$ cat src/design/tfl_pkg.sv
// Shared types and constants for the thermal fan level controller.
// No dependencies; imported by every design module.
`default_nettype none
package tfl_pkg;

    localparam int unsigned TEMP_W   = 12;
    localparam int unsigned LEVEL_W  = 3;
    localparam int unsigned SEC_W    = 10;
    localparam int unsigned TPS_W    = 7;
    localparam int unsigned CFG_IDX_W = 3;
    localparam int unsigned CFG_DAT_W = 12;

    localparam logic [LEVEL_W-1:0] MAX_LEVEL = 3'd5;

    typedef enum logic [2:0] {
        ACT_TICK   = 3'd0,
        ACT_UP     = 3'd1,
        ACT_DOWN   = 3'd2,
        ACT_MODE   = 3'd3,
        ACT_TIMER  = 3'd4,
        ACT_SAMPLE = 3'd5
    } t_action;

    typedef enum logic [CFG_IDX_W-1:0] {
        CFG_ALARM_TH  = 3'd0,
        CFG_HIGH_TH   = 3'd1,
        CFG_LOW_TH    = 3'd2,
        CFG_CD_SEC    = 3'd3,
        CFG_TICKS_SEC = 3'd4
    } t_cfg_idx;

    localparam logic signed [TEMP_W-1:0] RST_ALARM_TH  = 12'sd640;
    localparam logic signed [TEMP_W-1:0] RST_HIGH_TH   = 12'sd480;
    localparam logic signed [TEMP_W-1:0] RST_LOW_TH    = 12'sd400;
    localparam logic        [SEC_W-1:0]  RST_CD_SEC    = 10'd600;
    localparam logic        [TPS_W-1:0]  RST_TICKS_SEC = 7'd100;

    typedef struct packed {
        logic signed [TEMP_W-1:0] alarm_th;
        logic signed [TEMP_W-1:0] high_th;
        logic signed [TEMP_W-1:0] low_th;
        logic        [SEC_W-1:0]  cd_sec;
        logic        [TPS_W-1:0]  ticks_sec;
    } t_cfg;

    typedef struct packed {
        logic [LEVEL_W-1:0] level;
        logic               auto_ctl;
        logic               alarm;
        logic               armed;
        logic [SEC_W-1:0]   seconds;
        logic [TPS_W-1:0]   prescale;
    } t_state;

endpackage
`default_nettype wire

$ cat src/design/tfl_cfg_regs.sv
// Configuration register file for the fan controller.
// Depends on tfl_pkg.
`default_nettype none
module tfl_cfg_regs (
    input  wire logic                          i_clk,
    input  wire logic                          i_rst_n,
    input  wire logic                          i_cfg_valid,
    input  wire logic [tfl_pkg::CFG_IDX_W-1:0] i_cfg_index,
    input  wire logic [tfl_pkg::CFG_DAT_W-1:0] i_cfg_data,
    output      tfl_pkg::t_cfg                 o_cfg
);
    import tfl_pkg::*;

    t_cfg r_cfg;

    always_ff @(posedge i_clk) begin
        if (!i_rst_n) begin
            r_cfg.alarm_th  <= RST_ALARM_TH;
            r_cfg.high_th   <= RST_HIGH_TH;
            r_cfg.low_th    <= RST_LOW_TH;
            r_cfg.cd_sec    <= RST_CD_SEC;
            r_cfg.ticks_sec <= RST_TICKS_SEC;
        end else if (i_cfg_valid) begin
            case (t_cfg_idx'(i_cfg_index))
                CFG_ALARM_TH:  r_cfg.alarm_th  <= i_cfg_data;
                CFG_HIGH_TH:   r_cfg.high_th   <= i_cfg_data;
                CFG_LOW_TH:    r_cfg.low_th    <= i_cfg_data;
                CFG_CD_SEC:    r_cfg.cd_sec    <= i_cfg_data[SEC_W-1:0];
                CFG_TICKS_SEC: r_cfg.ticks_sec <= i_cfg_data[TPS_W-1:0];
                default: ;
            endcase
        end
    end

    assign o_cfg = r_cfg;
endmodule
`default_nettype wire

$ cat src/design/tfl_update.sv
// Next-state logic: applies one item (tick, key or sample) to the state.
// Depends on tfl_pkg.
`default_nettype none
module tfl_update (
    input  wire logic [2:0]                           i_action,
    input  wire logic signed [tfl_pkg::TEMP_W-1:0]    i_temp,
    input       tfl_pkg::t_cfg                        i_cfg,
    input       tfl_pkg::t_state                      i_state,
    output      tfl_pkg::t_state                      o_state
);
    import tfl_pkg::*;

    logic signed [TEMP_W:0]  diff;
    logic [TEMP_W-1:0]       d;
    logic [LEVEL_W-1:0]      prop_level;
    logic [TPS_W:0]          pre_inc;
    logic                    wrap;

    assign diff = {i_temp[TEMP_W-1], i_temp} - {i_cfg.high_th[TEMP_W-1], i_cfg.high_th};
    assign d    = diff[TEMP_W-1:0];
    // floor(d/16)+3, saturated at the top level
    assign prop_level = (d[TEMP_W-1:4] > 8'd2) ? MAX_LEVEL : ({1'b0, d[5:4]} + 3'd3);

    assign pre_inc = {1'b0, i_state.prescale} + 8'd1;
    assign wrap    = pre_inc >= {1'b0, i_cfg.ticks_sec};

    always_comb begin
        o_state = i_state;
        case (t_action'(i_action))
            ACT_TICK: begin
                if (wrap) begin
                    o_state.prescale = '0;
                    if (i_state.armed && (i_state.seconds != '0)) begin
                        o_state.seconds = i_state.seconds - 10'd1;
                        if (i_state.seconds == 10'd1) begin
                            o_state.armed = 1'b0;
                            o_state.level = '0;
                        end
                    end
                end else begin
                    o_state.prescale = pre_inc[TPS_W-1:0];
                end
            end
            ACT_UP: begin
                if (!i_state.auto_ctl && (i_state.level < MAX_LEVEL))
                    o_state.level = i_state.level + 3'd1;
            end
            ACT_DOWN: begin
                if (!i_state.auto_ctl && (i_state.level != '0))
                    o_state.level = i_state.level - 3'd1;
            end
            ACT_MODE: begin
                o_state.auto_ctl = !i_state.auto_ctl;
                if (i_state.auto_ctl)
                    o_state.level = '0;
            end
            ACT_TIMER: begin
                if (i_state.armed) begin
                    o_state.armed   = 1'b0;
                    o_state.seconds = '0;
                end else begin
                    o_state.armed   = 1'b1;
                    o_state.seconds = i_cfg.cd_sec;
                end
            end
            ACT_SAMPLE: begin
                if (i_state.auto_ctl) begin
                    if (i_temp >= i_cfg.alarm_th) begin
                        o_state.level = MAX_LEVEL;
                        o_state.alarm = 1'b1;
                    end else if (i_temp >= i_cfg.high_th) begin
                        if (i_state.level < MAX_LEVEL)
                            o_state.level = prop_level;
                        o_state.alarm = 1'b0;
                    end else if (i_temp < i_cfg.low_th) begin
                        o_state.level = '0;
                        o_state.alarm = 1'b0;
                    end
                end
            end
            default: ;
        endcase
    end
endmodule
`default_nettype wire

$ cat src/design/thermal_fan_level_controller.sv
// Six-level thermal fan controller: takes one tick, key or temperature beat per
// cycle and reports the updated state. Each beat passes through one input register,
// then the state register, which also serves as the result register. A new beat is
// accepted every cycle as long as results are taken. Configuration writes are
// accepted at any time and apply to every beat that leaves the input register after
// the write, so write only while no beat is in flight.
// Depends on tfl_pkg, tfl_cfg_regs and tfl_update.
`default_nettype none
module thermal_fan_level_controller (
    input  wire logic        i_clk,
    input  wire logic        i_rst_n,
    input  wire logic        s_tvalid,
    output      logic        s_tready,
    input  wire logic [15:0] s_tdata,   // [11:0] temperature, [15:12] zero
    input  wire logic [2:0]  s_tuser,   // [2:0] action
    output      logic        m_tvalid,
    input  wire logic        m_tready,
    output      logic [15:0] m_tdata,   // [2:0] fan_speed, [3] auto_ctl, [4] alarm,
                                        // [5] timer_on, [15:6] seconds_left
    input  wire logic        i_cfg_valid,
    output      logic        o_cfg_ready,
    input  wire logic [tfl_pkg::CFG_IDX_W-1:0] i_cfg_index,
    input  wire logic [tfl_pkg::CFG_DAT_W-1:0] i_cfg_data
);
    import tfl_pkg::*;

    t_cfg                     cfg;
    t_state                   r_state;
    t_state                   n_state;
    logic                     r_in_vld;
    logic [2:0]               r_in_action;
    logic signed [TEMP_W-1:0] r_in_temp;
    logic                     r_out_vld;
    logic                     out_free;
    logic                     advance;

    assign o_cfg_ready = 1'b1;

    tfl_cfg_regs u_cfg (
        .i_clk       (i_clk),
        .i_rst_n     (i_rst_n),
        .i_cfg_valid (i_cfg_valid),
        .i_cfg_index (i_cfg_index),
        .i_cfg_data  (i_cfg_data),
        .o_cfg       (cfg)
    );

    tfl_update u_update (
        .i_action (r_in_action),
        .i_temp   (r_in_temp),
        .i_cfg    (cfg),
        .i_state  (r_state),
        .o_state  (n_state)
    );

    assign out_free = !r_out_vld || m_tready;
    assign advance  = r_in_vld && out_free;
    assign s_tready = !r_in_vld || out_free;

    always_ff @(posedge i_clk) begin
        if (!i_rst_n) begin
            r_in_vld <= 1'b0;
        end else if (s_tvalid && s_tready) begin
            r_in_vld <= 1'b1;
        end else if (advance) begin
            r_in_vld <= 1'b0;
        end
    end

    always_ff @(posedge i_clk) begin
        if (s_tvalid && s_tready) begin
            r_in_action <= s_tuser;
            r_in_temp   <= s_tdata[TEMP_W-1:0];
        end
    end

    always_ff @(posedge i_clk) begin
        if (!i_rst_n) begin
            r_out_vld         <= 1'b0;
            r_state.level     <= '0;
            r_state.auto_ctl  <= 1'b1;
            r_state.alarm     <= 1'b0;
            r_state.armed     <= 1'b0;
            r_state.seconds   <= '0;
            r_state.prescale  <= '0;
        end else if (advance) begin
            r_out_vld <= 1'b1;
            r_state   <= n_state;
        end else if (m_tready) begin
            r_out_vld <= 1'b0;
        end
    end

    assign m_tvalid = r_out_vld;
    assign m_tdata  = {r_state.seconds, r_state.armed, r_state.alarm,
                       r_state.auto_ctl, r_state.level};

    a_level_range: assert property (@(posedge i_clk) disable iff (!i_rst_n)
        r_state.level <= MAX_LEVEL)
        else $error("fan level out of range");

    a_disarmed_zero: assert property (@(posedge i_clk) disable iff (!i_rst_n)
        !r_state.armed |-> (r_state.seconds == '0))
        else $error("seconds left while countdown disarmed");

    a_manual_entry: assert property (@(posedge i_clk) disable iff (!i_rst_n)
        (advance && (r_in_action == ACT_MODE) && r_state.auto_ctl)
        |=> (!r_state.auto_ctl && (r_state.level == '0)))
        else $error("entering manual mode did not clear level");

    a_state_holds: assert property (@(posedge i_clk) disable iff (!i_rst_n)
        !advance |=> $stable(r_state))
        else $error("state changed without an item");
endmodule
`default_nettype wire

$ cat config.mk
export PLATFORM = sky130hd
export DESIGN_NAME = thermal_fan_level_controller
export DESIGN_NICKNAME = d
export VERILOG_FILES = /design/src/design/tfl_pkg.sv /design/src/design/tfl_cfg_regs.sv /design/src/design/tfl_update.sv /design/src/design/thermal_fan_level_controller.sv
export SDC_FILE = /design/constraint.sdc
export NUM_CORES = 1
export LEC_CHECK = 0
export ABC_CLOCK_PERIOD_IN_PS = 8490
export BUFFER_PORTS_ARGS = -buffer_cell sky130_fd_sc_hd__buf_2
export CORE_MARGIN = 1
export CORE_UTILIZATION = 40
export DETAILED_ROUTE_END_ITERATION = 8
export PLACE_DENSITY = 0.63
export SKIP_CTS_REPAIR_TIMING = 1
export SYNTH_ARGS = -nofsm -noshare
export SYNTH_HDL_FRONTEND = slang
export SYNTH_SLANG_ARGS = --single-unit
$ cat constraint.sdc
create_clock -name i_clk -period 8.49 [get_ports i_clk]
set_input_delay 1.698 -clock i_clk [delete_from_list [all_inputs] [get_ports i_clk]]
set_output_delay 1.698 -clock i_clk [all_outputs]
set_load 0.1 [all_outputs]
; Word-level counts from Yosys, hierarchy flattened
; Index checks and enable logic that the tools add are counted.
; Widths: inputs -> output; s select.
[word_totals]
regBits = 93
latch_bits = 0
ram_bits = 0
romBits = 0
in_bits = 39
elab_cells = 102
memories = 0
[classes]
add_sub_neg = 6
multipliers = 0
div_mod_pow = 0
order_cmp = 6
n_eq_ne = 19
shifts = 0
n_mux = 26
bitwise_logic = 0
reduce_logical = 30
[op_table]
columns = operator, n
row1 = $mux 3, 12
row2 = $mux 11, 3
row3 = $ge 12x12->1, 2
row4 = $pmux 11 s2, 1
row5 = $pmux 3 s5, 1
row6 = $reduce_and 2->1, 7
row7 = $eq 3x2->1 const B, 4
row8 = $lt 12x12->1, 1
row9 = $sub 12x12->12, 1
row10 = $reduce_and 11->1, 1
row11 = $eq 10x1->1 const B, 1
row12 = $ne 2x1->1 const B, 5
row13 = $reduce_bool 10->1, 1
row14 = $sub 10x1->10 const B, 1
row15 = $eq 3x3->1 const B, 3
row16 = $add 7x1->8 const B, 1
row17 = $ge 8x7->1, 1
row18 = $gt 8x2->1 const B, 1
row19 = $mux 1, 8
row20 = $reduce_and 4->1, 2
row21 = $mux 7, 1
row22 = $eq 3x1->1 const B, 2
row23 = $logic_not 3->1, 2
row24 = $reduce_bool 2->1, 3
row25 = 13 further kinds, 22

; Logic depth before layout (Yosys ltp)
[logic_depth]
ltp_word = 8
mapped_depth = 12
ltp_nobuf = 12

; Hierarchy
; A second synthesis with hierarchy kept.
[unflattened]
hier_cells = 691
hier_area_um2 = 5995.8
[by_module_without_submodules]
columns = module, instances, cells_per_inst, area_per_inst_um2
row1 = tfl_update, 1, 350, 2327.2
row2 = tfl_cfg_regs, 1, 199, 2053.2
row3 = thermal_fan_level_controller, 1, 142, 1615.3

; Worst setup path before layout
; OpenSTA, ideal clock, no wires.
[synth_path]
path_type = input port to output port
start = input m_tready
end = output s_tready
arrival_ns = 2.501
required_time_ns = 6.792
path_slack_ns = 4.291
cell_stages = 2
path_cell_list = nor2b_1 -> nand2_1
[synth_via]
elab_chain_cells = 2
[synth_rtl]
columns = element, line_no
row1 = start: declaration, thermal_fan_level_controller.sv:17  ; input wire logic m_tready,
row2 = $logic_or 1x1->1, thermal_fan_level_controller.sv:56  ; assign out_free = !r_out_vld || m_tready;
row3 = $logic_or 1x1->1, thermal_fan_level_controller.sv:58  ; assign s_tready = !r_in_vld || out_free;
row4 = end: declaration, thermal_fan_level_controller.sv:13  ; output logic s_tready,
; Every way passes these cells.

; Final worst setup path
; Same ends and word-level chain as after synthesis.

==> results.yml <==
clocking:
  clock_latency_ns: 0.36
  cts-root-buf: "clkbuf_16"
  clk_pin_slew_ns: 0.06
  cts_buffers: 9
  cts_max_level: 3
  cts_num_sinks: 93
  cts.path.max_buffers: 2
  cts_tree: "done"
critical_path:
  crit_slowest_cell: "buf_2"
  timing.rr.end: "m_tdata[8]"
  crit_chain: "buf_2, nor2b_1, nand2_1, buf_2"
  worstPathRequired_ns: 6.79
  reg2reg_slack_ns: 5.02
  arrival_ns: 2.46
  crit_type: "in -> out"
  worstSetupStartpointType: "input port"
  slowest_delay_ns: 0.30
  critPathCaptureType: "output port"
  reg2reg_from: "r_state[0]"
  reg2regPathDepth: 11
  crit_top_cell: "buf_2"
  critPathMaxFanout: 5
synth:
  synth.yosys.seq_area_share_pct: 37.3
  postSynthAreaPerCell_um2: 8.06
  syn_nets: 756
  async_flop_share_pct: 0
  ys.flop_type: "dfxtp_1"
  synth_area_um2: 5390
  synth_edf_count: 15
  ys_ff_latch: 93
  synthCells: 669
  synth.distinct_cells: 60
  ys.warnings.count: 0
floorplan:
  core_area_um2: 13200
  placementRows: 42
  die_y_um: 118
  initial_utilization_pct: 40.9
  die_area_um2: 13900
  fp.dieW_um: 118
  io_pins: 58
finish:
  syn_to_final_growth_pct: 10.6
  drive_above_1_share_pct: 13.0
  n_antenna_cell: 0
  seqCellArea_um2: 2010
  multi_input_comb_area_um2: 2950
  fin_nets: 781
  fin_util_pct: 45.2
  n_fill_cell: 1311
job:
  cap_violations: 0
timing:
  fin_skew_ns: 0.00895
  setup_viol_count_final: 0
  fin_setup_tns_ns: 0
  final.min_clock_period_ns: 4.16
  worstMarginPinSlew_ns: 1.01
  fin_crit_sh_pct: 49.0
  max_freq_mhz: 240
  hold_viol_final: 0
  rsz0062_at_grt: "no"
  max_slew_margin_pct: 32.6
  final-max-slew-violation-count: 0
detailed_routing:
  wire_per_inst_um: 15.0
  viasPerCell: 5.35
  routed_wl_mm: 13.1
  ant_nets: 0
  drc_errors: 0
  vias: 4679
  drt_iter0_markers: 302
  firstDrtPassIters: 5
grt:
  grt_pass1_wl_mm: 21.4
  first_global_vias: 4386
  grt-ovfl-total: 0
  antenna_found_initial: 0
  grt_max_degree: 54
  track_usage_pct: 19.6
min_path:
  min_from: "u_cfg.o_cfg[1]"
  hold_class: "reg -> reg"
  hold_path_end: "u_cfg.o_cfg[1]"
  worstHoldPathCells: 2
placed_design:
  port-buffer-count: 52
  dpl.hpwl_mm: 9.67
  place_congestion: 0.874
pwr:
  vdd_drop_max_mv: 0.109
  power_density_nw_per_um2: 171
  leakage_nw: 2.48
outcome:
  run_status: "complete, no violations"
-- layer usage --
| layer | routed length [um] | part of all wire [%] | GRT usage [%] | up-vias |
|---|---|---|---|---|
| li1 | - | - | - | 2360 |
| met1 | 6150 | 47 | 25.0 | 2161 |
| met2 | 6070 | 46 | 32.6 | 135 |
| met3 | 568 | 4.3 | 2.71 | 23 |
| met4 | 334 | 2.5 | 8.89 | 0 |
| met5 | 0 | 0 | 0 | - |
-- worst max path at each step --
stage / from / endpoint / depth (start not counted)
3_5_place_dp: m_tready / s_tready / 4
5_1_grt: m_tready / s_tready / 4
2_1_floorplan: m_tready / s_tready / 2
3_3_place_gp: m_tready / s_tready / 4
6_report: m_tready / s_tready / 4
4_1_cts: m_tready / s_tready / 4
-- cells in the final DEF (no fill, tap or decap), types with 10 or more instances in the layout --
cell and count:
o211ai_1 21, inv_1 54, buf_2 52, nor2_1 37, nand2_1 133, dfxtp_1 78, nor3_1 10, edfxtp_1 15
o21ai_0 19, a21o_1 12, nand3_1 21, ha_1 47, a21oi_1 71
-- per-stage QoR --
stage	power [mW]	instance area (um2)	setup WS, ns	hold WS, ns	std cells
after floorplan	0.585	5390	4.29	0.432	669
after global placement	0.620	5670	4.36	0.443	859
after detailed placement	0.624	5670	4.31	0.449	859
after CTS	1.03	5960	4.32	0.458	875
after global routing	1.06	5960	4.25	0.479	875
final	1.02	5960	4.33	0.454	875
-- state kept, by name (all words and copies together), names as in the netlist --
signal and flops:
r_state 7, u_cfg.o_cfg 53, r_in_vld 1, r_in_action 3, r_in_temp 12, m_tvalid 1
m_tdata 16
-- power breakdown --
part           leakage (nW)  internal (mW)  switching, mW  total, mW
registers             0.779          0.461         0.0119      0.473
logic                  1.56         0.0494         0.0922      0.142
clock network         0.145          0.227          0.177      0.403
-- cell type report --
| cell class | instances | share of cell area, % |
|---|---|---|
| sequential | 93 | 33.8 |
| inverter | 55 | 3.46 |
| multi-input combinational | 481 | 49.6 |
| timing repair buffer | 54 | 4.62 |
| clock inverter | 7 | 1.11 |
| clock buffer | 9 | 3.78 |
| tap | 176 | 3.70 |
-- cells in the mapped netlist, drive strengths merged (2+ instances only) --
| master | n | area, um2 |
|---|---|---|
| nand2 | 133 | 499 |
| dfxtp | 78 | 1560 |
| a21oi | 71 | 355 |
| inv | 55 | 206 |
| ha | 47 | 588 |
| nor2 | 37 | 139 |
| clkbuf | 21 | 78.8 |
| nand3 | 21 | 105 |
| o211ai | 21 | 158 |
| buf | 19 | 138 |
| o21ai | 19 | 95.1 |
| edfxtp | 15 | 450 |
| a21o | 12 | 90.1 |
| nor3 | 11 | 60.1 |
| nand2b | 9 | 56.3 |
| nor2b | 7 | 43.8 |
| or2 | 7 | 43.8 |
| a211oi | 6 | 45.0 |
| and3 | 6 | 37.5 |
| nand4 | 6 | 37.5 |
| xnor2 | 6 | 52.6 |
| nor4 | 5 | 31.3 |
| xor2 | 5 | 43.8 |
| a31oi | 4 | 25.0 |
| o221a | 4 | 45.0 |
| a311oi | 3 | 32.5 |
| and2 | 3 | 18.8 |
| mux2i | 3 | 30.0 |
| o31a | 3 | 27.5 |
| a211o | 2 | 17.5 |
| a21boi | 2 | 18.8 |
| a221o | 2 | 21.3 |
| a2bb2oi | 2 | 17.5 |
| a32oi | 2 | 17.5 |
| a41oi | 2 | 17.5 |
| and4 | 2 | 18.8 |
| o21a | 2 | 15.0 |
| o21bai | 2 | 15.0 |
| o311ai | 2 | 17.5 |
-- logic make-up (layout without fill, tap and decap cells) --
kind of cell             count (synthesis)  count (layout)  synth area share (%)
XOR/XNOR                                11              11                  1.79
AO/OA/AOI/OAI                          166             166                  20.1
other                                    1               1                0.0696
adder cells (fa/ha/maj)                 48              48                  11.3
AND/OR/NAND/NOR                        251             251                  20.8
buffers and inverters                   95             125                  7.85
flip-flops                              93              93                  37.3
multiplexers                             4               4                 0.766
-- worst max-delay path: cells and delay by family --
family / cells / cell delay, ns
buffers and inverters: 2 / 0.40
AND/OR/NAND/NOR: 2 / 0.36
Power figures use the tool's default switching activity.
